--- src/design/direct_mapped_string_key_table_defines.svh ---
// ----------------------------------------------------------------------------
// direct_mapped_string_key_table_defines.svh
// assertion macros for the key table block
// ----------------------------------------------------------------------------
`ifndef DIRECT_MAPPED_STRING_KEY_TABLE_DEFINES_SVH
`define DIRECT_MAPPED_STRING_KEY_TABLE_DEFINES_SVH

`ifndef SYNTH
// same-cycle implication, sampled on clk, off during reset
`define DMKT_ASSERT_IMP(lbl, ante, cons) \
  lbl: assert property (@(posedge clk) disable iff (!rst_n) (ante) |-> (cons)) \
    else $error("dmkt assertion failed");
// next-cycle implication
`define DMKT_ASSERT_NXT(lbl, ante, cons) \
  lbl: assert property (@(posedge clk) disable iff (!rst_n) (ante) |=> (cons)) \
    else $error("dmkt assertion failed");
`else
`define DMKT_ASSERT_IMP(lbl, ante, cons)
`define DMKT_ASSERT_NXT(lbl, ante, cons)
`endif

`endif

--- src/design/dmkt_pkg.sv ---
`timescale 1ns / 1ps
// ----------------------------------------------------------------------------
// dmkt_pkg
// types, field widths, operation codes and helpers of the key table
// ----------------------------------------------------------------------------
package dmkt_pkg;

  localparam int KIND_W  = 2;
  localparam int KEY_W   = 64;
  localparam int LEN_W   = 4;
  localparam int VALUE_W = 64;
  localparam int COUNT_W = 5;
  localparam int HASH_W  = 32;

  localparam logic [KIND_W-1:0] KIND_ADD    = 2'd0;
  localparam logic [KIND_W-1:0] KIND_FIND   = 2'd1;
  localparam logic [KIND_W-1:0] KIND_REMOVE = 2'd2;

  typedef enum logic [2:0] {
    TS_CLEAR,
    TS_IDLE,
    TS_HASH,
    TS_READ,
    TS_LOOKUP
  } top_state_t;

  typedef enum logic [2:0] {
    HS_IDLE,
    HS_ADD,
    HS_MUL,
    HS_ABS,
    HS_REC,
    HS_REM
  } hash_state_t;

  function automatic logic [5:0] popcount32(input logic [HASH_W-1:0] x);
    logic [5:0] n;
    n = '0;
    for (int i = 0; i < HASH_W; i++) begin
      n = n + 6'(x[i]);
    end
    return n;
  endfunction

endpackage

--- src/design/dmkt_in_if.sv ---
`timescale 1ns / 1ps
// ----------------------------------------------------------------------------
// dmkt_in_if
// request channel: operation, key and write value
// ----------------------------------------------------------------------------
interface dmkt_in_if;
  logic                          valid;
  logic                          ready;
  logic [dmkt_pkg::KIND_W-1:0]   kind;
  logic [dmkt_pkg::KEY_W-1:0]    key_bytes;
  logic [dmkt_pkg::LEN_W-1:0]    key_length;
  logic [dmkt_pkg::VALUE_W-1:0]  write_value;

  modport source (output valid, kind, key_bytes, key_length, write_value, input ready);
  modport sink   (input valid, kind, key_bytes, key_length, write_value, output ready);
endinterface

--- src/design/dmkt_out_if.sv ---
`timescale 1ns / 1ps
// ----------------------------------------------------------------------------
// dmkt_out_if
// response channel: status flag, read value and entry count
// ----------------------------------------------------------------------------
interface dmkt_out_if;
  logic                          valid;
  logic                          ready;
  logic                          ok;
  logic [dmkt_pkg::VALUE_W-1:0]  read_value;
  logic [dmkt_pkg::COUNT_W-1:0]  entry_count;

  modport source (output valid, ok, read_value, entry_count, input ready);
  modport sink   (input valid, ok, read_value, entry_count, output ready);
endinterface

--- src/design/dmkt_hash_core.sv ---
`timescale 1ns / 1ps
// ----------------------------------------------------------------------------
// dmkt_hash_core
// iterative key hash and slot index: one add/popcount/xor step and one
// multiply per key byte, then magnitude and, when TABLE_SIZE is not a power of two, a reciprocal-multiply remainder
// ----------------------------------------------------------------------------
module dmkt_hash_core #(
  parameter int TABLE_SIZE    = 16,
  parameter int MAX_KEY_BYTES = 8
) (
  input  logic                                clk,
  input  logic                                rst_n,
  input  logic                                start,
  input  logic [8*MAX_KEY_BYTES-1:0]          key,
  input  logic [dmkt_pkg::LEN_W-1:0]          len,
  output logic                                done,
  output logic [$clog2(TABLE_SIZE)-1:0]       idx
);
  import dmkt_pkg::*;

  localparam int  KW   = 8 * MAX_KEY_BYTES;
  localparam int  IW   = $clog2(TABLE_SIZE);
  localparam bit  POW2 = (TABLE_SIZE & (TABLE_SIZE - 1)) == 0;

  // reciprocal ceil(2^(32+IW) / TABLE_SIZE); its bit 32 is always set
  localparam logic [2*HASH_W-1:0] REC_M =
    (((2*HASH_W)'(1) << (HASH_W + IW)) + (2*HASH_W)'(TABLE_SIZE - 1)) /
    (2*HASH_W)'(TABLE_SIZE);
  localparam logic [HASH_W-1:0]   REC_LO = REC_M[HASH_W-1:0];

  hash_state_t          state_r, state_nxt;
  logic [HASH_W-1:0]    h_r, h_nxt;
  logic [HASH_W-1:0]    t_r, t_nxt;
  logic [KW-1:0]        key_sh_r, key_sh_nxt;
  logic [LEN_W-1:0]     left_r, left_nxt;
  logic [HASH_W-1:0]    mag_r, mag_nxt;
  logic [HASH_W-1:0]    q_r, q_nxt;
  logic [IW-1:0]        idx_r, idx_nxt;
  logic                 done_r, done_nxt;

  logic [HASH_W-1:0]    v;
  logic [HASH_W-1:0]    s1;
  logic [HASH_W-1:0]    s2;
  logic [HASH_W-1:0]    mul_a;
  logic [HASH_W-1:0]    mul_b;
  logic [2*HASH_W-1:0]  prod;
  logic [HASH_W-1:0]    neg;
  logic [2*HASH_W:0]    rec_sum;
  logic [HASH_W-1:0]    rem;

  // shared datapath
  assign v    = {{(HASH_W-8){key_sh_r[7]}}, key_sh_r[7:0]};
  assign s1   = h_r + v;
  assign s2   = s1 + HASH_W'(popcount32(s1));
  assign neg  = h_r[HASH_W-1] ? (HASH_W'(0) - h_r) : h_r;

  always_comb begin
    case (state_r)
      HS_REC: begin
        mul_a = mag_r;
        mul_b = REC_LO;
      end
      HS_REM: begin
        mul_a = q_r;
        mul_b = HASH_W'(TABLE_SIZE);
      end
      default: begin
        mul_a = t_r;
        mul_b = v;
      end
    endcase
  end

  // 32x32 full product
  assign prod    = (2*HASH_W)'(mul_a) * (2*HASH_W)'(mul_b);
  assign rec_sum = {1'b0, prod} + {1'b0, mag_r, {HASH_W{1'b0}}};
  assign rem     = mag_r - prod[HASH_W-1:0];

  always_ff @(posedge clk) begin
    if (!rst_n) begin
      state_r <= HS_IDLE;
      done_r  <= 1'b0;
    end else begin
      state_r <= state_nxt;
      done_r  <= done_nxt;
    end
  end

  always_ff @(posedge clk) begin
    h_r       <= h_nxt;
    t_r       <= t_nxt;
    key_sh_r  <= key_sh_nxt;
    left_r    <= left_nxt;
    mag_r     <= mag_nxt;
    q_r       <= q_nxt;
    idx_r     <= idx_nxt;
  end

  always_comb begin
    state_nxt   = state_r;
    h_nxt       = h_r;
    t_nxt       = t_r;
    key_sh_nxt  = key_sh_r;
    left_nxt    = left_r;
    mag_nxt     = mag_r;
    q_nxt       = q_r;
    idx_nxt     = idx_r;
    done_nxt    = 1'b0;
    unique case (state_r)
      HS_IDLE: begin
        if (start) begin
          h_nxt      = '0;
          key_sh_nxt = key;
          left_nxt   = len;
          state_nxt  = (len == '0) ? HS_ABS : HS_ADD;
        end
      end
      HS_ADD: begin
        t_nxt     = s2 ^ v;
        state_nxt = HS_MUL;
      end
      HS_MUL: begin
        h_nxt      = prod[HASH_W-1:0];
        key_sh_nxt = key_sh_r >> 8;
        left_nxt   = left_r - LEN_W'(1);
        state_nxt  = (left_r == LEN_W'(1)) ? HS_ABS : HS_ADD;
      end
      HS_ABS: begin
        mag_nxt = neg;
        if (POW2) begin
          idx_nxt   = neg[IW-1:0];
          done_nxt  = 1'b1;
          state_nxt = HS_IDLE;
        end else begin
          state_nxt = HS_REC;
        end
      end
      HS_REC: begin
        q_nxt     = HASH_W'(rec_sum >> (HASH_W + IW));
        state_nxt = HS_REM;
      end
      HS_REM: begin
        idx_nxt   = rem[IW-1:0];
        done_nxt  = 1'b1;
        state_nxt = HS_IDLE;
      end
      default: state_nxt = HS_IDLE;
    endcase
  end

  assign done = done_r;
  assign idx  = idx_r;

endmodule

--- src/design/direct_mapped_string_key_table.sv ---
`timescale 1ns / 1ps
// ----------------------------------------------------------------------------
// direct_mapped_string_key_table
// direct-mapped key/value table with one slot per hash index
// ----------------------------------------------------------------------------
// usage:
//   in_ch carries one request item: kind (add, find, remove), a key of up to
//   MAX_KEY_BYTES bytes with its length, and the value for add. out_ch returns
//   one item per request: ok, the value read on a find hit, the entry count.
//   both channels move an item when valid and ready are high at a clock edge.
// timing:
//   a request is taken only while the block is idle. the hash unit runs an add
//   step and then a multiply step per key byte, a magnitude step, and a
//   reciprocal step and a remainder step when TABLE_SIZE is not a power of two;
//   then it hands over the index, the slot is read, and the lookup and write
//   follow. a new request can be taken in the cycle after the result is
//   registered.
// reset:
//   synchronous, active low. after reset a clearing pass writes each slot in
//   turn and empties every slot; in_ch.ready stays low meanwhile.
// stalls:
//   the result waits in the output register while out_ch.ready is low; the next
//   request may be taken and hashed, and holds at lookup until the result is gone.
// ----------------------------------------------------------------------------
`include "direct_mapped_string_key_table_defines.svh"

module direct_mapped_string_key_table #(
  parameter int TABLE_SIZE    = 16,
  parameter int MAX_KEY_BYTES = 8
) (
  input  logic        clk,
  input  logic        rst_n,
  dmkt_in_if.sink     in_ch,
  dmkt_out_if.source  out_ch
);
  import dmkt_pkg::*;

  localparam int KW = 8 * MAX_KEY_BYTES;
  localparam int IW = $clog2(TABLE_SIZE);
  localparam int CW = $clog2(TABLE_SIZE + 1);
  localparam int EW = 1 + LEN_W + KW + VALUE_W;

  // entry layout: {valid, len, key, value}
  localparam int E_VAL_LO = 0;
  localparam int E_KEY_LO = VALUE_W;
  localparam int E_LEN_LO = VALUE_W + KW;
  localparam int E_VLD    = VALUE_W + KW + LEN_W;

  top_state_t             state_r, state_nxt;
  logic [IW-1:0]          clr_cnt_r, clr_cnt_nxt;
  logic [CW-1:0]          cnt_r, cnt_nxt;
  logic [KIND_W-1:0]      kind_r;
  logic [LEN_W-1:0]       len_r;
  logic [KW-1:0]          key_r;
  logic [VALUE_W-1:0]     wval_r;

  logic                   out_valid_r, out_valid_nxt;
  logic                   ok_r, ok_nxt;
  logic [VALUE_W-1:0]     rval_r, rval_nxt;
  logic [COUNT_W-1:0]     ocnt_r, ocnt_nxt;

  logic [EW-1:0]          mem [TABLE_SIZE];
  logic [EW-1:0]          rd_data_r;
  logic                   wr_en;
  logic [IW-1:0]          wr_addr;
  logic [EW-1:0]          wr_data;

  logic                   accept;
  logic [LEN_W-1:0]       len_sat;
  logic [KW-1:0]          key_masked;
  logic                   hash_done;
  logic [IW-1:0]          hash_idx;

  logic                   e_valid;
  logic [LEN_W-1:0]       e_len;
  logic [KW-1:0]          e_key;
  logic [VALUE_W-1:0]     e_value;
  logic                   hit;
  logic                   out_free;
  logic [CW+COUNT_W-1:0]  cnt_ext;

  // request decode
  assign accept  = in_ch.valid && in_ch.ready;
  assign len_sat = (in_ch.key_length > LEN_W'(MAX_KEY_BYTES)) ?
                   LEN_W'(MAX_KEY_BYTES) : in_ch.key_length;

  always_comb begin
    for (int i = 0; i < MAX_KEY_BYTES; i++) begin
      key_masked[8*i +: 8] = (LEN_W'(i) < len_sat) ? in_ch.key_bytes[8*i +: 8] : 8'h00;
    end
  end

  dmkt_hash_core #(
    .TABLE_SIZE    (TABLE_SIZE),
    .MAX_KEY_BYTES (MAX_KEY_BYTES)
  ) u_hash (
    .clk   (clk),
    .rst_n (rst_n),
    .start (accept),
    .key   (key_masked),
    .len   (len_sat),
    .done  (hash_done),
    .idx   (hash_idx)
  );

  // slot memory
  always_ff @(posedge clk) begin
    if (wr_en) begin
      mem[wr_addr] <= wr_data;
    end
    rd_data_r <= mem[hash_idx];
  end

  assign e_valid = rd_data_r[E_VLD];
  assign e_len   = rd_data_r[E_LEN_LO +: LEN_W];
  assign e_key   = rd_data_r[E_KEY_LO +: KW];
  assign e_value = rd_data_r[E_VAL_LO +: VALUE_W];
  assign hit     = e_valid && (e_len == len_r) && (e_key == key_r);
  assign out_free = !out_valid_r || out_ch.ready;

  always_ff @(posedge clk) begin
    if (!rst_n) begin
      state_r     <= TS_CLEAR;
      clr_cnt_r   <= '0;
      cnt_r       <= '0;
      out_valid_r <= 1'b0;
    end else begin
      state_r     <= state_nxt;
      clr_cnt_r   <= clr_cnt_nxt;
      cnt_r       <= cnt_nxt;
      out_valid_r <= out_valid_nxt;
    end
  end

  always_ff @(posedge clk) begin
    if (accept) begin
      kind_r <= in_ch.kind;
      len_r  <= len_sat;
      key_r  <= key_masked;
      wval_r <= in_ch.write_value;
    end
    ok_r   <= ok_nxt;
    rval_r <= rval_nxt;
    ocnt_r <= ocnt_nxt;
  end

  always_comb begin
    state_nxt     = state_r;
    clr_cnt_nxt   = clr_cnt_r;
    cnt_nxt       = cnt_r;
    out_valid_nxt = out_valid_r && !out_ch.ready;
    ok_nxt        = ok_r;
    rval_nxt      = rval_r;
    ocnt_nxt      = ocnt_r;
    wr_en         = 1'b0;
    wr_addr       = hash_idx;
    wr_data       = {1'b1, len_r, key_r, wval_r};
    cnt_ext       = '0;
    unique case (state_r)
      TS_CLEAR: begin
        wr_en       = 1'b1;
        wr_addr     = clr_cnt_r;
        wr_data     = '0;
        clr_cnt_nxt = clr_cnt_r + IW'(1);
        if (clr_cnt_r == IW'(TABLE_SIZE - 1)) begin
          state_nxt = TS_IDLE;
        end
      end
      TS_IDLE: begin
        if (accept) begin
          state_nxt = TS_HASH;
        end
      end
      TS_HASH: begin
        if (hash_done) begin
          state_nxt = TS_READ;
        end
      end
      TS_READ: begin
        state_nxt = TS_LOOKUP;
      end
      TS_LOOKUP: begin
        if (out_free) begin
          ok_nxt   = 1'b0;
          rval_nxt = '0;
          unique case (kind_r)
            KIND_ADD: begin
              if (!e_valid) begin
                wr_en   = 1'b1;
                cnt_nxt = cnt_r + CW'(1);
                ok_nxt  = 1'b1;
              end else if (hit) begin
                wr_en  = 1'b1;
                ok_nxt = 1'b1;
              end
            end
            KIND_FIND: begin
              if (hit) begin
                rval_nxt = e_value;
                ok_nxt   = 1'b1;
              end
            end
            KIND_REMOVE: begin
              if (hit) begin
                wr_en   = 1'b1;
                wr_data = '0;
                cnt_nxt = cnt_r - CW'(1);
                ok_nxt  = 1'b1;
              end
            end
            default: ok_nxt = 1'b0;
          endcase
          cnt_ext       = {{COUNT_W{1'b0}}, cnt_nxt};
          ocnt_nxt      = cnt_ext[COUNT_W-1:0];
          out_valid_nxt = 1'b1;
          state_nxt     = TS_IDLE;
        end
      end
      default: state_nxt = TS_IDLE;
    endcase
  end

  assign in_ch.ready        = (state_r == TS_IDLE);
  assign out_ch.valid       = out_valid_r;
  assign out_ch.ok          = ok_r;
  assign out_ch.read_value  = rval_r;
  assign out_ch.entry_count = ocnt_r;

  `DMKT_ASSERT_IMP(a_cnt_range, 1'b1, cnt_r <= CW'(TABLE_SIZE))
  `DMKT_ASSERT_IMP(a_wr_state, wr_en, (state_r == TS_CLEAR) || (state_r == TS_LOOKUP))
  `DMKT_ASSERT_NXT(a_accept_hash, accept, state_r == TS_HASH)
  `DMKT_ASSERT_IMP(a_out_from_lookup, $rose(out_valid_r), $past(state_r) == TS_LOOKUP)

endmodule

--- src/flat_wrapper.sv ---
// flat-port wrapper written by rule: the top's interface ports become plain ports
module direct_mapped_string_key_table_flat import dmkt_pkg::*;
#(
  parameter int TABLE_SIZE    = 16,
  parameter int MAX_KEY_BYTES = 8
)
  (clk, rst_n, in_ch_valid, in_ch_kind, in_ch_key_bytes, in_ch_key_length, in_ch_write_value, in_ch_ready, out_ch_valid, out_ch_ok, out_ch_read_value, out_ch_entry_count, out_ch_ready);
  dmkt_in_if in_ch_i ();
  dmkt_out_if out_ch_i ();
  input  logic clk;
  input  logic rst_n;
  input wire logic [$bits(in_ch_i.valid)-1:0] in_ch_valid;
  input wire logic [$bits(in_ch_i.kind)-1:0] in_ch_kind;
  input wire logic [$bits(in_ch_i.key_bytes)-1:0] in_ch_key_bytes;
  input wire logic [$bits(in_ch_i.key_length)-1:0] in_ch_key_length;
  input wire logic [$bits(in_ch_i.write_value)-1:0] in_ch_write_value;
  output wire logic [$bits(in_ch_i.ready)-1:0] in_ch_ready;
  output wire logic [$bits(out_ch_i.valid)-1:0] out_ch_valid;
  output wire logic [$bits(out_ch_i.ok)-1:0] out_ch_ok;
  output wire logic [$bits(out_ch_i.read_value)-1:0] out_ch_read_value;
  output wire logic [$bits(out_ch_i.entry_count)-1:0] out_ch_entry_count;
  input wire logic [$bits(out_ch_i.ready)-1:0] out_ch_ready;
  assign in_ch_i.valid = in_ch_valid;
  assign in_ch_i.kind = in_ch_kind;
  assign in_ch_i.key_bytes = in_ch_key_bytes;
  assign in_ch_i.key_length = in_ch_key_length;
  assign in_ch_i.write_value = in_ch_write_value;
  assign in_ch_ready = in_ch_i.ready;
  assign out_ch_valid = out_ch_i.valid;
  assign out_ch_ok = out_ch_i.ok;
  assign out_ch_read_value = out_ch_i.read_value;
  assign out_ch_entry_count = out_ch_i.entry_count;
  assign out_ch_i.ready = out_ch_ready;
  direct_mapped_string_key_table #(.TABLE_SIZE(TABLE_SIZE), .MAX_KEY_BYTES(MAX_KEY_BYTES)) u_core (.clk(clk), .rst_n(rst_n), .in_ch(in_ch_i), .out_ch(out_ch_i));
endmodule
--- config.mk ---
export PLATFORM = sky130hd
export DESIGN_NAME = direct_mapped_string_key_table_flat
export DESIGN_NICKNAME = d
export VERILOG_FILES = /design/src/design/dmkt_pkg.sv /design/src/design/dmkt_in_if.sv /design/src/design/dmkt_out_if.sv /design/src/design/dmkt_hash_core.sv /design/src/design/direct_mapped_string_key_table.sv /design/src/flat_wrapper.sv
export VERILOG_INCLUDE_DIRS = /design/src /design/src/design
export SDC_FILE = /design/constraint.sdc
export NUM_CORES = 2
export LEC_CHECK = 0
export BUFFER_PORTS_ARGS = -buffer_cell sky130_fd_sc_hd__buf_2
export CAP_MARGIN = 20
export CORE_AREA = 2 2 505 507
export DETAILED_ROUTE_END_ITERATION = 8
export DIE_AREA = 0 0 507 509
export PLACE_DENSITY_LB_ADDON = 0.08
export SLEW_MARGIN = 20
export SYNTH_ARGS = -nofsm -noshare
export SYNTH_HDL_FRONTEND = slang
export SYNTH_SLANG_ARGS = --single-unit
--- constraint.sdc ---
create_clock -name clk -period 10.9 [get_ports clk]
set_clock_uncertainty 0.1 [all_clocks]
set_input_delay 1.09 -clock clk [delete_from_list [all_inputs] [get_ports clk]]
set_output_delay 1.09 -clock clk [all_outputs]
set_load 0.03 [all_outputs]
==> results.sh <==
export IMPL_hpwl_um=215000
export IMPL_syn_num_nets=8660
export IMPL_ant_nets=0
export IMPL_area_growth_pct=12.5
export IMPL_worstPathRequired_ps=11460
export IMPL_grt_overflow=0
export IMPL_hold_viol=0
export IMPL_clock_latency_ps=980
export IMPL_final_cell_mix="2529 x edfxtp_1, 711 x inv_1, 658 x mux4_2"
export IMPL_antenna_found_initial=13
export IMPL_setup_tns_ps=0
export IMPL_dieArea_um2=258000
export IMPL_cts_path_max_buffers=4
export IMPL_track_usage=0.266
export IMPL_post_place_ws_ps=-190
export IMPL_worst_slack_ps=338
export IMPL_cts_root_buffer="clkbuf_16"
export IMPL_dp_cells=11055
export IMPL_synth_ff_latch_count=2679
export IMPL_fin_nets=9082
export IMPL_avgSynthCellArea_um2=16.9
export IMPL_drc=0
export IMPL_crit_arrival_ps=11120
export IMPL_vias_per_cell=5.97
export IMPL_ys_flop_type="edfxtp_1"
export IMPL_yosysWarnings=0
export IMPL_p_leak_nw=53.7
export IMPL_path_common_cell="fa_1"
export IMPL_dr_total_vias=69132
export IMPL_syn_area_um2=128000
export IMPL_netlist_instances=7573
export IMPL_fin_util=0.570
export IMPL_place_congestion=0.966
export IMPL_yosysSeqAreaShare=0.616
export IMPL_tritoncts="yes"
export IMPL_rrSetupSlack_ps=340
export IMPL_critPathLaunchType="register"
export IMPL_die_y_um=509
export IMPL_drt_wl_total_um=340000
export IMPL_grt_pass1_wl_um=498000
export IMPL_fin_hold_ws_ps=206
export IMPL_drive_gt1_frac=0.205
export IMPL_die_width_um=507
export IMPL_numCtsBuffers=298
export IMPL_grt_pass1_vias=71564
export IMPL_synthDistinctLibCells=93
export IMPL_worst_path_max_delay_cell="fa_1"
export IMPL_final_common_cell="edfxtp_1"
export IMPL_criticalPathCategory="reg2reg"
export IMPL_drt_iter0_drc=7040
export IMPL_slew_headroom=0.232
export IMPL_cts_hold_buffers=0
export IMPL_powerDensity_nw_per_um2=151
export IMPL_ir_drop_mv=0.177
export IMPL_coreArea_um2=253000
export IMPL_setup_viol=0
export IMPL_row_count=185
export IMPL_post_route_min_period_ps=10560
export IMPL_grt_max_degree=126
export IMPL_status="finished clean"
export IMPL_fill_cells=19496
export IMPL_final_max_slew_viol_count=0
export IMPL_total_power_mw=21.8
export IMPL_wl_per_cell_um=29.4
export IMPL_endpoint_kind="register"
export IMPL_max_cap_violations=0
export IMPL_drt_first_pass_iters=6
export IMPL_placed_area_um2=134000
export IMPL_max_freq_mhz=94.7
export IMPL_port_buffers=209
export IMPL_final_area_um2=144000
export IMPL_layout_cells_non_filler=11589
export IMPL_path_max_fanout=7
export IMPL_slowest_delay_ps=630
export IMPL_async_reset_ff_frac=0
export IMPL_cts_sinks=2679
export IMPL_htreeDepth=5
export IMPL_start_util=0.507
export IMPL_io_pins=210
export IMPL_cts_reportedPaths_clkPinSlew_ps=60
export IMPL_synth_edf_count=2529
export IMPL_worstMarginPinSlew_ps=1150
export IMPL_hold_path_class="in2reg"
export IMPL_post_route_period_util=0.969
path summary, 6_finish.rpt:
path / startpoint / endpoint / cells after the start
max: u_core.u_hash.state_r[1] / u_core.u_hash.q_r[22] / 35
max reg2reg: u_core.u_hash.state_r[1] / u_core.u_hash.q_r[22] / 35
min reg2reg: u_core.rd_data_r[39] / u_core.out_ch.read_value[39] / 1
min: in_ch_write_value[44] / u_core.wval_r[44] / 1
cell type report:
type / instances / area (um2) / share of cell area
clock buffers: 418 / 8310 / 0.0577
flip-flops and latches: 2679 / 78900 / 0.548
diodes: 6 / 15.0 / 0.000104
repair buffers: 445 / 3080 / 0.0213
clock inverters: 104 / 1190 / 0.00825
multi-input cells: 3858 / 45700 / 0.317
well taps: 3366 / 4210 / 0.0292
inverters: 713 / 2680 / 0.0186
registers in the layout (all words and copies together) (netlist names), 2 cells and up:
register and flops:
u_core.mem 2128, u_core.rd_data_r 133, u_core.key_r 64, u_core.out_ch.read_value 64, u_core.u_hash.key_sh_r 64, u_core.wval_r 64, u_core.u_hash.h_r 32, u_core.u_hash.mag_r 32
u_core.u_hash.t_r 32, u_core.u_hash.q_r 29, u_core.cnt_r 5, u_core.out_ch.entry_count 5, u_core.clr_cnt_r 4, u_core.len_r 4, u_core.u_hash.idx 4, u_core.u_hash.left_r 4
u_core.state_r 3, u_core.u_hash.state_r 3, u_core.kind_r 2
power by group:
| part | total [mW] | internal (mW) | switching [mW] |
|---|---|---|---|
| clock | 9.80 | 5.86 | 3.94 |
| combinational | 0.564 | 0.199 | 0.365 |
| sequential | 11.4 | 11.3 | 0.0454 |
| total | 21.8 | 17.4 | 4.35 |
critical path: cells and delay by family (launching register included):
family | cells | cell delay (ps)
AO/OA/AOI/OAI | 13 | 2590
adder cells (fa/ha/maj) | 10 | 4860
buffers and inverters | 4 | 670
AND/OR/NAND/NOR | 6 | 1330
XOR/XNOR | 2 | 420
flip-flops | 1 | 340
what timing repair did:
| action | in CTS | in global routing |
|---|---|---|
| pin swaps | 0 | 4 |
| hold endpoints to repair | 0 | 0 |
| gates resized for setup | 4 | 54 |
| setup buffers | 0 | 4 |
| endpoints found under the setup margin | 6 | 17 |
Yosys cell counts (32+ instances only):
master / number / area, um2
edfxtp_1: 2529 / 75900
inv_1: 711 / 2670
mux2_2: 59 / 664
fa_1: 543 / 10900
mux4_2: 658 / 14800
ha_1: 406 / 5080
nor2b_1: 89 / 557
nor3_1: 35 / 175
and3_1: 246 / 1540
xor2_1: 94 / 823
dfxtp_1: 150 / 3000
a21oi_1: 217 / 1090
buf_1: 53 / 199
nand4_1: 32 / 200
nand3_1: 87 / 435
o21ai_0: 84 / 420
nor2_1: 148 / 556
clkbuf_1: 266 / 998
nand2_1: 234 / 878
and2_1: 183 / 1140
xnor2_1: 260 / 2280
a21o_1: 102 / 766
per-layer routing:
layer  wire length [um]  part of all wire  up-vias  GRT usage
li1                   -                 -    29382          -
met1             150000              0.44    36867      0.396
met5                 13          0.000038        -          0
met3              22300             0.066      437     0.0388
met4               8560             0.025        2     0.0683
met2             160000              0.47     2444      0.417
kinds of logic after synthesis:
logic type                 share of synthesized area
DFF                                            0.616
and+or+nand+nor                               0.0485
buffers and inverters                         0.0304
adders and majority gates                      0.125
muxes                                          0.122
AOI/OAI and AO/OA                             0.0338
xor gates and xnor gates                      0.0243
(Power assumes the default switching activity.)
